### src/rtl/clkd_pkg.sv
// Shared types, constants and helpers of the click and double-click detector.
package clkd_pkg;

  localparam int unsigned NUM_BUTTONS = 3;
  localparam int unsigned TimeW       = 16;
  localparam int unsigned ButtonW     = 2;
  localparam int unsigned CfgIdxW     = 2;
  localparam int unsigned NumKinds    = 4;

  localparam logic [TimeW-1:0] ClickLimitReset  = TimeW'(300);
  localparam logic [TimeW-1:0] DClickLimitReset = TimeW'(300);

  typedef enum logic [0:0] {
    CMD_TICK      = 1'b0,
    CMD_INTERCEPT = 1'b1
  } cmd_e;

  // The code of each kind is also its bit position in the pending-event mask.
  typedef enum logic [1:0] {
    KIND_DOWN   = 2'd0,
    KIND_DCLICK = 2'd1,
    KIND_CLICK  = 2'd2,
    KIND_UP     = 2'd3
  } kind_e;

  typedef enum logic [CfgIdxW-1:0] {
    REG_CLICK_LIMIT  = 2'd0,
    REG_DCLICK_LIMIT = 2'd1
  } cfg_reg_e;

  typedef struct packed {
    cmd_e                cmd;
    logic [ButtonW-1:0]  button;
    logic [TimeW-1:0]    time_delta_ms;
    logic                held;
    logic                just_pressed;
    logic                just_released;
    logic                in_window;
    logic [15:0]         pos_x;
    logic [15:0]         pos_y;
    logic signed [15:0]  move_x;
    logic signed [15:0]  move_y;
  } sample_t;

  typedef struct packed {
    kind_e               event_kind;
    logic [ButtonW-1:0]  event_button;
    logic [15:0]         event_x;
    logic [15:0]         event_y;
    logic signed [15:0]  event_dx;
    logic signed [15:0]  event_dy;
    logic                last;
  } event_t;

  typedef struct packed {
    logic [CfgIdxW-1:0] index;
    logic [TimeW-1:0]   data;
  } cfg_t;

  // Per-button timers and intercept flag.
  typedef struct packed {
    logic [TimeW-1:0] held_time;
    logic [TimeW-1:0] since_click_time;
    logic             intercept_pending;
  } btn_state_t;

  typedef logic [NumKinds-1:0] kind_mask_t;

  function automatic logic [TimeW-1:0] sat_add(input logic [TimeW-1:0] a,
                                               input logic [TimeW-1:0] b);
    logic [TimeW:0] s;
    s = {1'b0, a} + {1'b0, b};
    return s[TimeW] ? {TimeW{1'b1}} : s[TimeW-1:0];
  endfunction

endpackage

### src/rtl/clkd_if.sv
// Valid/ready channel interfaces for samples, events and register writes.
interface clkd_sample_if import clkd_pkg::*; ();
  logic    valid;
  logic    ready;
  sample_t data;
  modport source (output valid, output data, input ready);
  modport sink   (input valid, input data, output ready);
endinterface

interface clkd_event_if import clkd_pkg::*; ();
  logic   valid;
  logic   ready;
  event_t data;
  modport source (output valid, output data, input ready);
  modport sink   (input valid, input data, output ready);
endinterface

interface clkd_cfg_if import clkd_pkg::*; ();
  logic valid;
  logic ready;
  cfg_t data;
  modport source (output valid, output data, input ready);
  modport sink   (input valid, input data, output ready);
endinterface

### src/rtl/clkd_step.sv
// Per-button state update and event selection for one sample word.
module clkd_step import clkd_pkg::*; (
  input  sample_t          sample_i,
  input  btn_state_t       state_i,
  input  logic [TimeW-1:0] click_limit_i,
  input  logic [TimeW-1:0] dclick_limit_i,
  output btn_state_t       state_o,
  output kind_mask_t       mask_o
);

  logic [TimeW-1:0] ht_press, ht_held;
  logic [TimeW-1:0] sct_click;
  logic             release_in;
  logic             is_click;
  logic             is_dclick;

  always_comb begin
    ht_press   = sample_i.just_pressed ? '0 : state_i.held_time;
    ht_held    = sample_i.held ? sat_add(ht_press, sample_i.time_delta_ms) : ht_press;
    release_in = sample_i.just_released && sample_i.in_window;
    is_click   = release_in && (ht_held < click_limit_i);
    is_dclick  = is_click && (state_i.since_click_time != '0) &&
                 (state_i.since_click_time < dclick_limit_i);
    if (is_dclick) begin
      sct_click = '0;
    end else if (is_click) begin
      sct_click = sample_i.time_delta_ms;
    end else begin
      sct_click = state_i.since_click_time;
    end
  end

  always_comb begin
    state_o = state_i;
    mask_o  = '0;
    if (sample_i.cmd == CMD_INTERCEPT) begin
      state_o.intercept_pending = 1'b1;
    end else if (state_i.intercept_pending) begin
      // An intercepted sample only clears the flag and preloads both timers to their limits.
      state_o.intercept_pending = 1'b0;
      state_o.held_time         = click_limit_i;
      state_o.since_click_time  = dclick_limit_i;
    end else begin
      state_o.held_time        = release_in ? '0 : ht_held;
      state_o.since_click_time = (sct_click != '0) ?
                                 sat_add(sct_click, sample_i.time_delta_ms) : sct_click;
      mask_o[KIND_DOWN]   = sample_i.held;
      mask_o[KIND_DCLICK] = is_dclick;
      mask_o[KIND_CLICK]  = is_click;
      mask_o[KIND_UP]     = release_in;
    end
  end

endmodule

### src/rtl/click_double_click_detector.sv
// Click and double-click detector: pointer button samples in, click events out.
//
// Each accepted sample word updates its button's timers in the cycle it is
// taken and loads the events it causes (down, double click, click, up, in that
// order) into a result register, which sends them one word per cycle while
// the output is ready, with last set on the final one. A sample is taken every
// cycle as long as no event is pending or the final pending event leaves in
// that cycle, so a sample that causes events holds the input until its final
// event leaves the single event output register.
// Samples that cause no event, intercept commands and samples for buttons out
// of range wait for the input to open like any other sample, but they load
// nothing into the result register. Register writes are always taken.
module click_double_click_detector import clkd_pkg::*; (
  input  logic                clk_i,
  input  logic                rst_ni,
  clkd_sample_if.sink         in_i,
  clkd_event_if.source        out_o,
  clkd_cfg_if.sink            cfg_i
);

  logic [TimeW-1:0] click_limit_q, dclick_limit_q;
  btn_state_t       state_q [NUM_BUTTONS];
  btn_state_t       cur_state, next_state;
  kind_mask_t       new_mask;
  kind_mask_t       mask_q, mask_rest;
  logic [ButtonW-1:0] res_btn_q;
  logic [15:0]      res_x_q, res_y_q;
  logic signed [15:0] res_dx_q, res_dy_q;
  logic             btn_ok;
  logic             in_fire, out_fire, out_last;
  kind_e            cur_kind;

  assign btn_ok    = 32'(in_i.data.button) < NUM_BUTTONS;
  assign cur_state = btn_ok ? state_q[in_i.data.button] : '0;

  clkd_step u_step (
    .sample_i       (in_i.data),
    .state_i        (cur_state),
    .click_limit_i  (click_limit_q),
    .dclick_limit_i (dclick_limit_q),
    .state_o        (next_state),
    .mask_o         (new_mask)
  );

  assign mask_rest  = mask_q & (mask_q - kind_mask_t'(1));
  assign out_last   = (mask_rest == '0);
  assign out_o.valid = (mask_q != '0);
  assign out_fire   = out_o.valid && out_o.ready;
  assign in_i.ready = (mask_q == '0) || (out_o.ready && out_last);
  assign in_fire    = in_i.valid && in_i.ready;
  assign cfg_i.ready = 1'b1;

  always_comb begin
    if (mask_q[KIND_DOWN]) begin
      cur_kind = KIND_DOWN;
    end else if (mask_q[KIND_DCLICK]) begin
      cur_kind = KIND_DCLICK;
    end else if (mask_q[KIND_CLICK]) begin
      cur_kind = KIND_CLICK;
    end else begin
      cur_kind = KIND_UP;
    end
  end

  assign out_o.data.event_kind   = cur_kind;
  assign out_o.data.event_button = res_btn_q;
  assign out_o.data.event_x      = res_x_q;
  assign out_o.data.event_y      = res_y_q;
  assign out_o.data.event_dx     = res_dx_q;
  assign out_o.data.event_dy     = res_dy_q;
  assign out_o.data.last         = out_last;

  always_ff @(posedge clk_i or negedge rst_ni) begin
    if (!rst_ni) begin
      click_limit_q  <= ClickLimitReset;
      dclick_limit_q <= DClickLimitReset;
    end else if (cfg_i.valid) begin
      case (cfg_i.data.index)
        REG_CLICK_LIMIT:  click_limit_q  <= cfg_i.data.data;
        REG_DCLICK_LIMIT: dclick_limit_q <= cfg_i.data.data;
        default: ;
      endcase
    end
  end

  always_ff @(posedge clk_i or negedge rst_ni) begin
    if (!rst_ni) begin
      for (int i = 0; i < NUM_BUTTONS; i++) begin
        state_q[i] <= '0;
      end
    end else if (in_fire && btn_ok) begin
      state_q[in_i.data.button] <= next_state;
    end
  end

  always_ff @(posedge clk_i or negedge rst_ni) begin
    if (!rst_ni) begin
      mask_q <= '0;
    end else if (in_fire && btn_ok && (new_mask != '0)) begin
      mask_q <= new_mask;
    end else if (out_fire) begin
      mask_q <= mask_rest;
    end
  end

  always_ff @(posedge clk_i) begin
    if (in_fire && btn_ok && (new_mask != '0)) begin
      res_btn_q <= in_i.data.button;
      res_x_q   <= in_i.data.pos_x;
      res_y_q   <= in_i.data.pos_y;
      res_dx_q  <= in_i.data.move_x;
      res_dy_q  <= in_i.data.move_y;
    end
  end

  // Sending a word that is not the last of its sample removes exactly one pending event.
  assert property (@(posedge clk_i) disable iff (!rst_ni)
    (out_fire && !out_last) |=>
      (out_o.valid && ($countones(mask_q) == $countones($past(mask_q)) - 1)))
    else $error("event sequence lost or repeated a word");

  // The input only stalls behind a pending result whose final word is not leaving in that cycle.
  assert property (@(posedge clk_i) disable iff (!rst_ni)
    !in_i.ready |-> (out_o.valid && (!out_last || !out_o.ready)))
    else $error("input stalled without a pending result");

  // A tick on an intercepted button clears the flag and sends nothing.
  assert property (@(posedge clk_i) disable iff (!rst_ni)
    (in_fire && btn_ok && (in_i.data.cmd == CMD_TICK) && cur_state.intercept_pending)
      |-> (new_mask == '0))
    else $error("intercepted sample produced events");

endmodule

### src/flat_wrapper.sv
// flat-port wrapper written by rule: the top's interface ports become plain ports
module click_double_click_detector_flat import clkd_pkg::*;
  (clk_i, rst_ni, in_i_valid, in_i_data, in_i_ready, out_o_valid, out_o_data, out_o_ready, cfg_i_valid, cfg_i_data, cfg_i_ready);
  clkd_sample_if in_i_i ();
  clkd_event_if out_o_i ();
  clkd_cfg_if cfg_i_i ();
  input  logic clk_i;
  input  logic rst_ni;
  input wire logic [$bits(in_i_i.valid)-1:0] in_i_valid;
  input wire logic [$bits(in_i_i.data)-1:0] in_i_data;
  output wire logic [$bits(in_i_i.ready)-1:0] in_i_ready;
  output wire logic [$bits(out_o_i.valid)-1:0] out_o_valid;
  output wire logic [$bits(out_o_i.data)-1:0] out_o_data;
  input wire logic [$bits(out_o_i.ready)-1:0] out_o_ready;
  input wire logic [$bits(cfg_i_i.valid)-1:0] cfg_i_valid;
  input wire logic [$bits(cfg_i_i.data)-1:0] cfg_i_data;
  output wire logic [$bits(cfg_i_i.ready)-1:0] cfg_i_ready;
  assign in_i_i.valid = in_i_valid;
  assign in_i_i.data = in_i_data;
  assign in_i_ready = in_i_i.ready;
  assign out_o_valid = out_o_i.valid;
  assign out_o_data = out_o_i.data;
  assign out_o_i.ready = out_o_ready;
  assign cfg_i_i.valid = cfg_i_valid;
  assign cfg_i_i.data = cfg_i_data;
  assign cfg_i_ready = cfg_i_i.ready;
  click_double_click_detector u_core (.clk_i(clk_i), .rst_ni(rst_ni), .in_i(in_i_i), .out_o(out_o_i), .cfg_i(cfg_i_i));
endmodule
### config.mk
export PLATFORM = sky130hd
export DESIGN_NAME = click_double_click_detector_flat
export DESIGN_NICKNAME = d
export VERILOG_FILES = /design/src/rtl/clkd_pkg.sv /design/src/rtl/clkd_if.sv /design/src/rtl/clkd_step.sv /design/src/rtl/click_double_click_detector.sv /design/src/flat_wrapper.sv
export SDC_FILE = /design/constraint.sdc
export NUM_CORES = 1
export LEC_CHECK = 0
export BUFFER_PORTS_ARGS = -buffer_cell sky130_fd_sc_hd__buf_4
export CAP_MARGIN = 10
export CORE_MARGIN = 2
export CORE_UTILIZATION = 52
export DETAILED_ROUTE_END_ITERATION = 10
export PLACE_DENSITY = 0.8
export SLEW_MARGIN = 10
export SYNTH_ARGS = -nofsm -noshare
export SYNTH_HDL_FRONTEND = slang
export SYNTH_SLANG_ARGS = --single-unit
export TNS_END_PERCENT = 5
### constraint.sdc
create_clock -name clk_i -period 7.45 [get_ports clk_i]
set_input_delay 0.3725 -clock clk_i [delete_from_list [all_inputs] [get_ports clk_i]]
set_output_delay 0.3725 -clock clk_i [all_outputs]
set_load 0.01 [all_outputs]
==> results by group <==
Critical path
  • CP startpoint: u_core.state_q[52]$_DFFE_PN0P_
  • Crit end category: flip-flop
  • Largest stage delay, worst path: 0.48 ns
  • CP arrival: 7.46 ns
  • Critical path fanouts, max: 6
  • R2r startpoint: u_core.state_q[52]$_DFFE_PN0P_
  • Reg2reg setup slack: 0.39 ns
  • Delay-heaviest family, CP: compound AO/OA/AOI/OAI gates
  • CP max stage cell: or4_1
  • CP bufs+invs: 2
  • Critical Setup Path Class: reg -> reg
  • Setup crit start kind: flip-flop
  • Data required time of the worst path: 7.85 ns

Timing
  • Min Hold Slack: 0.0375 ns
  • Final worst slack: 0.386 ns
  • Max-slew violations: 0
  • Tightest Pin Transition: 1.00 ns
  • Fin. Hold Viols: 0
  • Final Skew: 0.0156 ns
  • Peak Freq: 142 MHz
  • Final setup viols: 0
  • Minimum period implied by the final worst setup slack: 7.06 ns
  • Final period util: 94.8%
  • Rel. slew slack: 32.4%

Logic synthesis
  • Async SR Flop Fraction: 67.2%
  • Synthesized area: 11400 sq um
  • Synth Register Bits: 201
  • Post-synth top area share: 28.0%
  • Number of synthesized flops with an enable pin: 66
  • Yosys top cell by area: dfrtp_1
  • Post-synthesis sequential area ratio: 47.3%
  • Cell variety after synth: 76
  • Mapped Cells: 1107
  • Top FF cell, synth: dfrtp_1
  • Net Count, Synth: 1280
  • Synthesis Warnings: 0
  • Synthesized area per cell: 10.3 sq um
  • Top cells by area, synth: dfrtp_1 (28%), edfxtp_1 (17%), mux2_2 (7.7%)

Power
  • Tot Pwr: 4.74 mW
  • VDD IR max: 0.244 mV
  • Power density cells: 330 nW/um^2
  • Lkg Pwr: 6.56 nW

Floorplan
  • Die width: 152 um
  • Die area: 23100 sq um
  • Core area: 21600 sq um
  • Die H: 152 um
  • Top Ports: 182
  • Initial Util: 52.6%
  • # rows: 54

Min path
  • Hold_sp: in_i_data[15]
  • Tightest Hold Check Type: in -> reg

Job
  • Number of max-cap violations: 0

GRT
  • Grt ovf: 0
  • Vias in the first global route: 9483
  • Initial antenna violation count: 0
  • Tot GR Track Use: 28.4%
  • First-pass GRT wire length: 52200 um
  • Largest net degree at the start of global routing: 77

Clock tree
  • Post-CTS Setup Bufs: 0
  • Maximum clock path buffer count: 3
  • H-tree levels: 1
  • Worst-path clk slew: 0.06 ns
  • Clk root buf: clkbuf_16
  • Worst skew pair latency: 0.51 ns
  • # clock sinks: 201
  • Cts bufs inserted: 22
  • CTS tree: yes

Drt
  • Antenna viol nets, final: 0
  • # DRC: 0
  • Total Routed Length: 33500 um
  • Mean number of vias per cell: 5.93
  • DRT iter0 DRCs: 789
  • Wire length per cell: 20.4 um
  • DR pass1 iterations: 5
  • Vias: 9753

Placement
  • Gpl congestion: 0.987
  • DP HPWL: 25700 um
  • Setup WS pre-CTS: -0.244 ns
  • Placed cell areas: 13600 sq um
  • Port bufs: 180

Cells and area
  • Filler instances: 1700
  • Area of the multi-input gates: 5670 sq um
  • Layout cell share with drive strength beyond 1: 30.4%
  • Reg area: 5370 sq um
  • Final core utilization: 66.3%
  • # diodes: 0
  • Nets@finish: 1521
  • Area Overhead vs Synth: 26.2%
  • Finished Cell Area: 14300 sq um

Run status
  • Status: complete, no violations
through the flow:
step | std cells | setup TNS (ns)
floorplan | 1107 | 0
global placement | 1603 | -1.06
detailed placement | 1603 | -6.41
CTS | 1644 | 0
global route | 1644 | -0.0170
finish | 1644 | 0
registers in the layout, indices dropped and copies added (netlist names):
register               cells
u_core.mask_q              4
u_core.res_dx_q           16
u_core.dclick_limit_q     16
u_core.res_dy_q           16
u_core.state_q            99
u_core.click_limit_q      16
u_core.res_btn_q           2
u_core.res_x_q            16
u_core.res_y_q            16
cell usage in the layout (no fill, tap or decap), types with 7 or more instances in the layout:
cell / instances
a211oi_1: 7
a21o_1: 15
a21oi_1: 92
a221oi_1: 13
a22o_1: 15
buf_4: 269
clkbuf_16: 24
dfrtp_1: 127
dfstp_2: 8
edfxtp_1: 66
ha_1: 62
inv_1: 51
mux2_2: 78
mux2i_1: 35
nand2_1: 128
nand2b_1: 11
nand3_1: 11
nand4_1: 7
nor2_1: 77
nor2b_1: 9
nor4_1: 9
o21a_1: 7
o21ai_0: 66
o21ai_1: 7
o2bb2ai_1: 13
o31ai_1: 8
xnor2_1: 11
logic make-up after synthesis:
| group | share of synthesized area, % |
|---|---|
| AOI/OAI and AO/OA | 18.3 |
| and+or+nand+nor | 11.7 |
| DFF | 47.3 |
| muxes | 10.8 |
| buffers and inverters | 3.64 |
| adders and majority gates | 7.00 |
| xor gates and xnor gates | 1.23 |
| other | 0.0330 |
where the power goes:
| part | total [mW] | switching [mW] | internal (mW) |
|---|---|---|---|
| combinational | 2.02 | 1.10 | 0.920 |
| sequential | 1.66 | 0.185 | 1.48 |
| clock | 1.06 | 0.431 | 0.629 |
final timing paths:
| kind | endpoint | depth (start not counted) |
|---|---|---|
| worst min register to register | u_core.state_q[87]$_DFFE_PN0P_ | 2 |
| min in group asynchronous | u_core.state_q[29]$_DFFE_PN0P_ | 2 |
| max in group asynchronous | u_core.state_q[68]$_DFFE_PN0P_ | 3 |
| worst max-delay path | u_core.state_q[81]$_DFFE_PN0P_ | 36 |
| worst max register to register | u_core.state_q[81]$_DFFE_PN0P_ | 36 |
| worst min-delay path | u_core.res_dy_q[15]$_DFFE_PP_ | 1 |
synth_stat cells, drive strengths merged (7+ instances only):
cell and n:
nand2 128, dfrtp 127, a21oi 98, mux2 78, nor2 77, o21ai 75
edfxtp 66, ha 62, inv 51, clkbuf 35, mux2i 35, buf 19
a21o 15, a22o 15, a221oi 13, o2bb2ai 13, nand2b 11, nand3 11
nor2b 11, xnor2 11, a21boi 9, nor4 9, dfstp 8, nor3 8
o221ai 8, o31ai 8, a211oi 7, nand4 7, o21a 7
repair_timing:
| item | CTS | global route |
|---|---|---|
| cloned | 0 | 0 |
| hold buffers | 1 | 0 |
| resized for setup | 1 | 13 |
| pin swaps | 0 | 3 |
| endpoints found under the setup margin | 7 | 48 |
| hold endpoints to repair | 51 | 0 |
area by class of cell:
| class | count | area share (%) |
|---|---|---|
| clock buffers | 27 | 4.34 |
| well taps | 280 | 2.44 |
| flip-flops and latches | 201 | 37.4 |
| inverters | 51 | 1.33 |
| clock inverters | 13 | 0.689 |
| repair buffers | 271 | 14.2 |
| multi-input cells | 801 | 39.5 |
worst register-to-register path: cells and delay by family (launching register included):
| kind | cells | cell delay (ns) |
|---|---|---|
| adders and majority gates | 4 | 1.07 |
| xor gates and xnor gates | 1 | 0.22 |
| AOI/OAI and AO/OA | 17 | 2.99 |
| buffers and inverters | 2 | 0.29 |
| muxes | 2 | 0.43 |
| DFF | 1 | 0.38 |
| and+or+nand+nor | 10 | 1.58 |
routing by layer:
layer / vias to the layer above / global-route usage, % / routed length [um]
met1: 4703 / 37.6 / 13800
li1: 4560 / - / -
met4: 0 / 10.8 / 1260
met5: - / 0 / 0
met3: 69 / 6.62 / 2920
met2: 421 / 45.8 / 15600
Note: power is estimated with default switching activity, not from simulation.
